[config.mk]
export PLATFORM = sky130hd
export DESIGN_NAME = stopwatch_with_laps_and_alarm
export DESIGN_NICKNAME = d
export VERILOG_FILES = /design/src/hw/rtl/sw_pkg.sv /design/src/hw/rtl/stopwatch_with_laps_and_alarm.sv /design/src/hw/rtl/sw_digit_cell.sv /design/src/hw/rtl/sw_lap_cell.sv
export SDC_FILE = /design/constraint.sdc
export NUM_CORES = 2
export LEC_CHECK = 0
export BUFFER_PORTS_ARGS = -buffer_cell sky130_fd_sc_hd__buf_2
export CORE_ASPECT_RATIO = 1.5
export CORE_UTILIZATION = 34
export DETAILED_ROUTE_END_ITERATION = 8
export SLEW_MARGIN = 20
export SYNTH_ARGS = -nofsm -noshare
export SYNTH_HDL_FRONTEND = slang
export SYNTH_SLANG_ARGS = --single-unit
[constraint.sdc]
create_clock -name aclk -period 25.2 [get_ports aclk]
set_input_delay 5.04 -clock aclk [delete_from_list [all_inputs] [get_ports aclk]]
set_output_delay 5.04 -clock aclk [all_outputs]
set_load 0.02 [all_outputs]
[src/hw/rtl/sw_pkg.sv]
`timescale 1ns / 1ps
// Shared types and constants for the stopwatch with laps and alarm.
// No dependencies; imported by every module of the block.
package sw_pkg;

    localparam int LAP_DEPTH_DEFAULT = 32;

    localparam int ELAPSED_W = 31;
    localparam int STEP_W    = 23;
    localparam int SEL_W     = 5;
    localparam int SERIAL_W  = 32;
    localparam int STORED_W  = 6;

    localparam logic [ELAPSED_W-1:0] MS_MAX        = {ELAPSED_W{1'b1}};
    localparam logic [ELAPSED_W-1:0] ALARM_DEFAULT = ELAPSED_W'(25000);

    localparam int MS_MOD      = 10;
    localparam int CENTIS_MOD  = 100;
    localparam int SECONDS_MOD = 60;
    localparam int MINUTES_MOD = 60;
    localparam int HOURS_MOD   = 99;

    typedef enum logic [2:0] {
        ACT_TICK   = 3'd0,
        ACT_TOGGLE = 3'd1,
        ACT_RESET  = 3'd2,
        ACT_LAP    = 3'd3,
        ACT_ADJUST = 3'd4,
        ACT_READ   = 3'd5
    } action_t;

    typedef struct packed {
        logic inc;
        logic clr;
    } digit_ctrl_t;

    typedef struct packed {
        logic [STORED_W-1:0]  laps_stored;
        logic [SERIAL_W-1:0]  lap_serial;
        logic                 lap_valid;
        logic [ELAPSED_W-1:0] lap_value;
        logic [6:0]           centis_digit;
        logic [5:0]           seconds_digit;
        logic [5:0]           minutes_digit;
        logic [6:0]           hours_digit;
        logic [ELAPSED_W-1:0] alarm_time;
        logic                 alarm_reached;
        logic                 is_running;
        logic [ELAPSED_W-1:0] elapsed_total;
    } result_t;

endpackage

[src/hw/rtl/stopwatch_with_laps_and_alarm.sv]
`timescale 1ns / 1ps
// Millisecond stopwatch with lap store and alarm; top level of the block.
// Depends on sw_pkg, sw_digit_cell and sw_lap_cell.
//
// Each input beat carries one action and yields exactly one result beat that describes the
// state after the action. The block takes one beat per cycle while s_tready is high; each
// result is registered in the output register, or in the skid register during a stall. The
// display digits come from a chain of modulo counter cells that advance with each counted
// tick, and laps shift through a row of LAP_DEPTH cells. An output register plus a skid
// register keep input acceptance going for one more beat while the result side stalls. Lap
// entries are not cleared at reset; only entries below the stored-lap count are ever read.
module stopwatch_with_laps_and_alarm
    import sw_pkg::*;
#(
    parameter int LAP_DEPTH = LAP_DEPTH_DEFAULT
) (
    input  logic         aclk,
    input  logic         aresetn,
    input  logic         s_tvalid,
    output logic         s_tready,
    // [22:0] alarm_step, [27:23] lap_select, [31:28] zero
    input  logic [31:0]  s_tdata,
    // [2:0] action
    input  logic [2:0]   s_tuser,
    output logic         m_tvalid,
    input  logic         m_tready,
    // [30:0] elapsed_total, [31] is_running, [32] alarm_reached, [63:33] alarm_time,
    // [70:64] hours_digit, [76:71] minutes_digit, [82:77] seconds_digit,
    // [89:83] centis_digit, [120:90] lap_value, [121] lap_valid,
    // [153:122] lap_serial, [159:154] laps_stored
    output logic [159:0] m_tdata
);

    localparam int FILL_W = $clog2(LAP_DEPTH + 1);
    localparam int CMP_W  = (FILL_W > SEL_W) ? FILL_W : SEL_W;
    localparam logic [FILL_W-1:0] FILL_MAX = FILL_W'(LAP_DEPTH);

    action_t                 action;
    logic [STEP_W-1:0]       alarm_step;
    logic [SEL_W-1:0]        lap_select;
    logic                    accept;

    logic [ELAPSED_W-1:0]    elapsed_reg, elapsed_next;
    logic                    run_reg, run_next;
    logic [ELAPSED_W-1:0]    alarm_reg, alarm_next;
    logic [FILL_W-1:0]       fill_reg, fill_next;
    logic [SERIAL_W-1:0]     serial_reg, serial_next;

    logic                    count_en;
    logic                    clear_en;
    logic                    lap_en;
    logic [ELAPSED_W+1:0]    alarm_sum;

    digit_ctrl_t             ctrl_ms, ctrl_cs, ctrl_sec, ctrl_min, ctrl_hr;
    logic                    carry_ms, carry_cs, carry_sec, carry_min;
    logic [3:0]              ms_next;
    logic [6:0]              cs_next;
    logic [5:0]              sec_next;
    logic [5:0]              min_next;
    logic [6:0]              hr_next;

    logic [ELAPSED_W-1:0]    lap_q [LAP_DEPTH];
    logic [ELAPSED_W-1:0]    lap_read;
    logic                    lap_valid;

    result_t                 result;
    logic                    out_valid_reg;
    result_t                 out_data_reg;
    logic                    skid_valid_reg;
    result_t                 skid_data_reg;

    assign action     = action_t'(s_tuser);
    assign alarm_step = s_tdata[STEP_W-1:0];
    assign lap_select = s_tdata[STEP_W+SEL_W-1:STEP_W];

    assign s_tready = !skid_valid_reg;
    assign accept   = s_tvalid && s_tready;

    assign count_en = accept && (action == ACT_TICK) && run_reg && (elapsed_reg != MS_MAX);
    assign clear_en = accept && (action == ACT_RESET);
    assign lap_en   = accept && (action == ACT_LAP);

    assign alarm_sum = {2'b00, alarm_reg}
                     + {{(ELAPSED_W + 2 - STEP_W){alarm_step[STEP_W-1]}}, alarm_step};

    always_comb begin
        elapsed_next = elapsed_reg;
        run_next     = run_reg;
        alarm_next   = alarm_reg;
        fill_next    = fill_reg;
        serial_next  = serial_reg;
        if (accept) begin
            case (action)
                ACT_TICK: begin
                    if (count_en) begin
                        elapsed_next = elapsed_reg + ELAPSED_W'(1);
                    end
                end
                ACT_TOGGLE: begin
                    run_next = !run_reg;
                end
                ACT_RESET: begin
                    elapsed_next = '0;
                    alarm_next   = ALARM_DEFAULT;
                    fill_next    = '0;
                    serial_next  = '0;
                end
                ACT_LAP: begin
                    serial_next = serial_reg + SERIAL_W'(1);
                    if (fill_reg != FILL_MAX) begin
                        fill_next = fill_reg + FILL_W'(1);
                    end
                end
                ACT_ADJUST: begin
                    if (alarm_sum[ELAPSED_W+1:ELAPSED_W] == 2'b00) begin
                        alarm_next = alarm_sum[ELAPSED_W-1:0];
                    end
                end
                default: begin
                end
            endcase
        end
    end

    always_ff @(posedge aclk) begin
        if (!aresetn) begin
            elapsed_reg <= '0;
            run_reg     <= 1'b0;
            alarm_reg   <= ALARM_DEFAULT;
            fill_reg    <= '0;
            serial_reg  <= '0;
        end else begin
            elapsed_reg <= elapsed_next;
            run_reg     <= run_next;
            alarm_reg   <= alarm_next;
            fill_reg    <= fill_next;
            serial_reg  <= serial_next;
        end
    end

    assign ctrl_ms  = '{inc: count_en,  clr: clear_en};
    assign ctrl_cs  = '{inc: carry_ms,  clr: clear_en};
    assign ctrl_sec = '{inc: carry_cs,  clr: clear_en};
    assign ctrl_min = '{inc: carry_sec, clr: clear_en};
    assign ctrl_hr  = '{inc: carry_min, clr: clear_en};

    sw_digit_cell #(.MODULUS(MS_MOD), .WIDTH(4)) u_ms (
        .aclk(aclk), .aresetn(aresetn), .ctrl(ctrl_ms),
        .count_next(ms_next), .carry_o(carry_ms)
    );

    sw_digit_cell #(.MODULUS(CENTIS_MOD), .WIDTH(7)) u_cs (
        .aclk(aclk), .aresetn(aresetn), .ctrl(ctrl_cs),
        .count_next(cs_next), .carry_o(carry_cs)
    );

    sw_digit_cell #(.MODULUS(SECONDS_MOD), .WIDTH(6)) u_sec (
        .aclk(aclk), .aresetn(aresetn), .ctrl(ctrl_sec),
        .count_next(sec_next), .carry_o(carry_sec)
    );

    sw_digit_cell #(.MODULUS(MINUTES_MOD), .WIDTH(6)) u_min (
        .aclk(aclk), .aresetn(aresetn), .ctrl(ctrl_min),
        .count_next(min_next), .carry_o(carry_min)
    );

    sw_digit_cell #(.MODULUS(HOURS_MOD), .WIDTH(7)) u_hr (
        .aclk(aclk), .aresetn(aresetn), .ctrl(ctrl_hr),
        .count_next(hr_next), .carry_o()
    );

    for (genvar i = 0; i < LAP_DEPTH; i++) begin : g_lap
        if (i == 0) begin : g_head
            sw_lap_cell u_cell (
                .aclk(aclk), .shift_en(lap_en), .din(elapsed_reg), .dout(lap_q[i])
            );
        end else begin : g_body
            sw_lap_cell u_cell (
                .aclk(aclk), .shift_en(lap_en), .din(lap_q[i-1]), .dout(lap_q[i])
            );
        end
    end

    always_comb begin
        lap_read = '0;
        for (int i = 0; i < LAP_DEPTH; i++) begin
            if (CMP_W'(lap_select) == CMP_W'(i)) begin
                lap_read = lap_read | lap_q[i];
            end
        end
    end

    assign lap_valid = CMP_W'(lap_select) < CMP_W'(fill_next);

    always_comb begin
        result.elapsed_total = elapsed_next;
        result.is_running    = run_next;
        result.alarm_reached = elapsed_next >= alarm_next;
        result.alarm_time    = alarm_next;
        result.hours_digit   = hr_next;
        result.minutes_digit = min_next;
        result.seconds_digit = sec_next;
        result.centis_digit  = cs_next;
        result.lap_value     = ((action == ACT_READ) && lap_valid) ? lap_read : '0;
        result.lap_valid     = lap_valid;
        result.lap_serial    = serial_next;
        result.laps_stored   = STORED_W'(fill_next);
    end

    always_ff @(posedge aclk) begin
        if (!aresetn) begin
            out_valid_reg  <= 1'b0;
            skid_valid_reg <= 1'b0;
        end else if (m_tready || !out_valid_reg) begin
            if (skid_valid_reg) begin
                out_valid_reg  <= 1'b1;
                skid_valid_reg <= 1'b0;
            end else begin
                out_valid_reg <= accept;
            end
        end else if (accept) begin
            skid_valid_reg <= 1'b1;
        end
    end

    always_ff @(posedge aclk) begin
        if (m_tready || !out_valid_reg) begin
            out_data_reg <= skid_valid_reg ? skid_data_reg : result;
        end else if (accept) begin
            skid_data_reg <= result;
        end
    end

    assign m_tvalid = out_valid_reg;
    assign m_tdata  = out_data_reg;

endmodule

[src/hw/rtl/sw_digit_cell.sv]
`timescale 1ns / 1ps
// One modulo counter cell of the elapsed-time digit chain.
// Depends on sw_pkg; passes a carry to the next cell of the chain.
module sw_digit_cell
    import sw_pkg::*;
#(
    parameter int MODULUS = 10,
    parameter int WIDTH   = $clog2(MODULUS)
) (
    input  logic             aclk,
    input  logic             aresetn,
    input  digit_ctrl_t      ctrl,
    output logic [WIDTH-1:0] count_next,
    output logic             carry_o
);

    localparam logic [WIDTH-1:0] LAST = WIDTH'(MODULUS - 1);

    logic [WIDTH-1:0] count_reg;

    assign carry_o = ctrl.inc && (count_reg == LAST);

    always_comb begin
        count_next = count_reg;
        if (ctrl.clr) begin
            count_next = '0;
        end else if (ctrl.inc) begin
            count_next = (count_reg == LAST) ? '0 : count_reg + WIDTH'(1);
        end
    end

    always_ff @(posedge aclk) begin
        if (!aresetn) begin
            count_reg <= '0;
        end else begin
            count_reg <= count_next;
        end
    end

endmodule

[src/hw/rtl/sw_lap_cell.sv]
`timescale 1ns / 1ps
// One entry of the newest-first lap shift store.
// Depends on sw_pkg; takes its input entry (the previous cell's, or the elapsed time for the first cell) on every lap.
module sw_lap_cell
    import sw_pkg::*;
(
    input  logic                 aclk,
    input  logic                 shift_en,
    input  logic [ELAPSED_W-1:0] din,
    output logic [ELAPSED_W-1:0] dout
);

    logic [ELAPSED_W-1:0] entry_reg;

    assign dout = entry_reg;

    always_ff @(posedge aclk) begin
        if (shift_en) begin
            entry_reg <= din;
        end
    end

endmodule

==> out/metrics.yaml <==
cells_and_area:
  largest_register_ffs: 961
  area_delta_synth_final_pct: 14.78
  fin_util_pct: 39.29
  mostFrequentLayoutCell: "edfxtp_1"
  final_cell_mix: "edfxtp_1, buf_2, a22oi_1"
  drive_gt1_share_pct: 16.12
  nets: 3964
placed_design:
  gp_congestion: 0.8490
  hpwl_um: 97780
  io_buffer_count: 196
route:
  routed_wl_um: 159000
  routed_via_density: 5.564
  drcViolationCount: 0
  vias: 34360
  drt_iter0_drc: 3690
  ant_nets: 0
  wire_per_inst_um: 25.76
  drt-pass1-iter-count: 6
timing:
  hold_slack_ns: 0.4395
  period_minus_slack_ns: 10.98
  slew_violations: 0
  fin_crit_sh_pct: 43.59
  hold_viol_final: 0
  finalSetupViolCount: 0
  max_slew.worst_pin.slew_ns: 1.107
  fin_skew_ns: 0.02245
  max_freq_mhz: 91.04
  relSlewSlack_pct: 26.17
  rsz0062_at_grt: "false"
  setup-tns-final_ns: 0
worst_setup_path:
  regToRegEndpoint: "g_lap[4].g_body.u_cell.dout[8]$_DFFE_PP_"
  critPathKind: "input pin to flip-flop"
  r2r_slack_ns: 18.43
  cp-start-kind: "input pin"
  arrival_ns: 11.36
  critical_path.max_fanout: 84
  worstSetupEndpointType: "flip-flop"
  crit_path_end: "g_lap[4].g_body.u_cell.dout[8]$_DFFE_PP_"
  reg2regPathDepth: 7
  crit_path_start: "s_tuser[1]"
  worstReg2RegStart: "skid_valid_reg$_SDFFE_PP0P_"
  crit_required_ns: 25.58
global_route:
  grt_util_all_layers_pct: 18.66
  grt_antenna_before_repair: 7
  grt_max_degree: 94
  grt_pass1_vias: 34170
  grt_pass1_wl_um: 230900
  overflow: 0
hold_path:
  holdCritPathClass: "flip-flop to flip-flop"
yosys:
  synthesis.nets: 3756
  synth-edff-count: 1312
  synth_top_area_cell: "edfxtp_1"
  syn-cell-area_mm2: 0.05667
  synth_cell_types: 85
  ys_seq_area_share_pct: 74.22
  synth_warnings: 0
  synth_area_leaders: "edfxtp_1, dfxtp_1, a22oi_1"
  avgSynthCellArea_um2: 15.57
  synthCells: 3640
  synthArstFlopShare_pct: 0
  synth_flop_cell: "edfxtp_1"
  synth-seq-cells: 1445
  synth_top_area_share_pct: 69.52
clock_tree:
  cts_hold_buf: 0
  cts_max_path_buffers: 3
  post_cts_resize_count: 0
  clock_sinks: 1445
  path_clk_slew_ns: 0.07
  clk_latency_ns: 0.77
  cts_tree: "yes"
  htree_levels: 4
  cts_setup_buffers: 0
  cts_buffers: 133
  clock_tree.root_cell: "clkbuf_16"
floorplan:
  initial_core_util_pct: 34.23
  die_h_um: 502.0
  core_mm2: 0.1655
  dieArea_mm2: 0.1684
  io-pin-count: 201
  die_w_um: 335.4
  num_rows: 183
power:
  p_total_uw: 5005
  peakVddDrop_mv: 0.05768
  power_density_mw_per_mm2: 76.94
  p_leak_uw: 0.02179
run:
  maxCapViolations: 0
outcome:
  outcome: "completed"
## metrics by stage
stage | setup slack [ns] | area (um^2) | std cells
2_1_floorplan | 5.412 | 56670 | 3640
3_3_place_gp | 13.72 | 60470 | 5932
3_5_place_dp | 13.48 | 60470 | 5932
4_1_cts | 14.34 | 65010 | 6170
5_1_grt | 13.87 | 65040 | 6172
6_report | 14.22 | 65050 | 6175
## final cells by class
class / count / area, um^2
Inverter: 40 / 155.1
Timing Repair Buffer: 264 / 1515
Clock inverter: 78 / 972.2
Fill cell: 15140 / 100500
Sequential cell: 1445 / 42060
Clock buffer: 160 / 3566
Antenna cell: 4 / 10.01
Tap cell: 2220 / 2778
Multi-Input combinational cell: 1964 / 13990
## metal layers
| metal | part of all wire, % | vias up | track usage, % |
|---|---|---|---|
| li1 | - | 15050 | - |
| met1 | 39 | 17440 | 23.51 |
| met2 | 49 | 1541 | 31.22 |
| met3 | 8.7 | 326 | 4.219 |
| met4 | 3.6 | 2 | 6.817 |
| met5 | 0.0082 | - | 0 |
## cells in the mapped netlist (all sizes together), types with 17 or more instances
cell type  instances
edfxtp          1312
nor2             208
a22oi            195
nand2            166
clkbuf           161
a22o             156
a221oi           155
dfxtp            133
o21ai            112
nand3            110
nand4            107
and2              87
mux2              82
ha                76
a21oi             59
o31ai             44
a31oi             43
xnor2             43
inv               40
o31a              34
o211ai            33
buf               30
a21boi            27
nor3              27
xor2              27
and3              21
a21o              17
## cell families (layout without fill, tap and decap cells)
logic type | after synthesis | after routing | synth area share [%]
compound gates | 926 | 926 | 12.43
xor+xnor | 70 | 70 | 1.082
fa+ha+maj | 77 | 77 | 1.713
buf+inv | 231 | 542 | 1.618
flops | 1445 | 1445 | 74.22
mux | 88 | 88 | 1.735
other cells | 0 | 4 | 0
simple gates | 803 | 803 | 7.208
## worst max-delay path, stage by stage
cell and delay, ns:
buf_2 0.41, and4bb_2 0.39, and2_4 0.79, buf_4 0.82, buf_4 0.88, buf_4 0.97
buf_4 0.91, buf_4 0.87
## worst min-delay path by stage
| stage | start | to | slack (ns) | depth (start not counted) |
|---|---|---|---|---|
| after floorplan | elapsed_reg[23]$_SDFF_PN0_ | g_lap[0].g_head.u_cell.dout[23]$_DFFE_PP_ | 0.41 | 0 |
| after global placement | g_lap[5].g_body.u_cell.dout[2]$_DFFE_PP_ | g_lap[6].g_body.u_cell.dout[2]$_DFFE_PP_ | 0.43 | 0 |
| after detailed placement | g_lap[14].g_body.u_cell.dout[0]$_DFFE_PP_ | g_lap[15].g_body.u_cell.dout[0]$_DFFE_PP_ | 0.43 | 0 |
| after CTS | g_lap[27].g_body.u_cell.dout[3]$_DFFE_PP_ | g_lap[28].g_body.u_cell.dout[3]$_DFFE_PP_ | 0.44 | 0 |
| after global routing | g_lap[27].g_body.u_cell.dout[3]$_DFFE_PP_ | g_lap[28].g_body.u_cell.dout[3]$_DFFE_PP_ | 0.45 | 0 |
| final | g_lap[7].g_body.u_cell.dout[25]$_DFFE_PP_ | g_lap[8].g_body.u_cell.dout[25]$_DFFE_PP_ | 0.44 | 0 |
## power by group
part	internal [uW]	switching, uW
sequential	2650	24.6
clock	1220	923
combinational	52.1	136
Power figures use the tool's default switching activity.
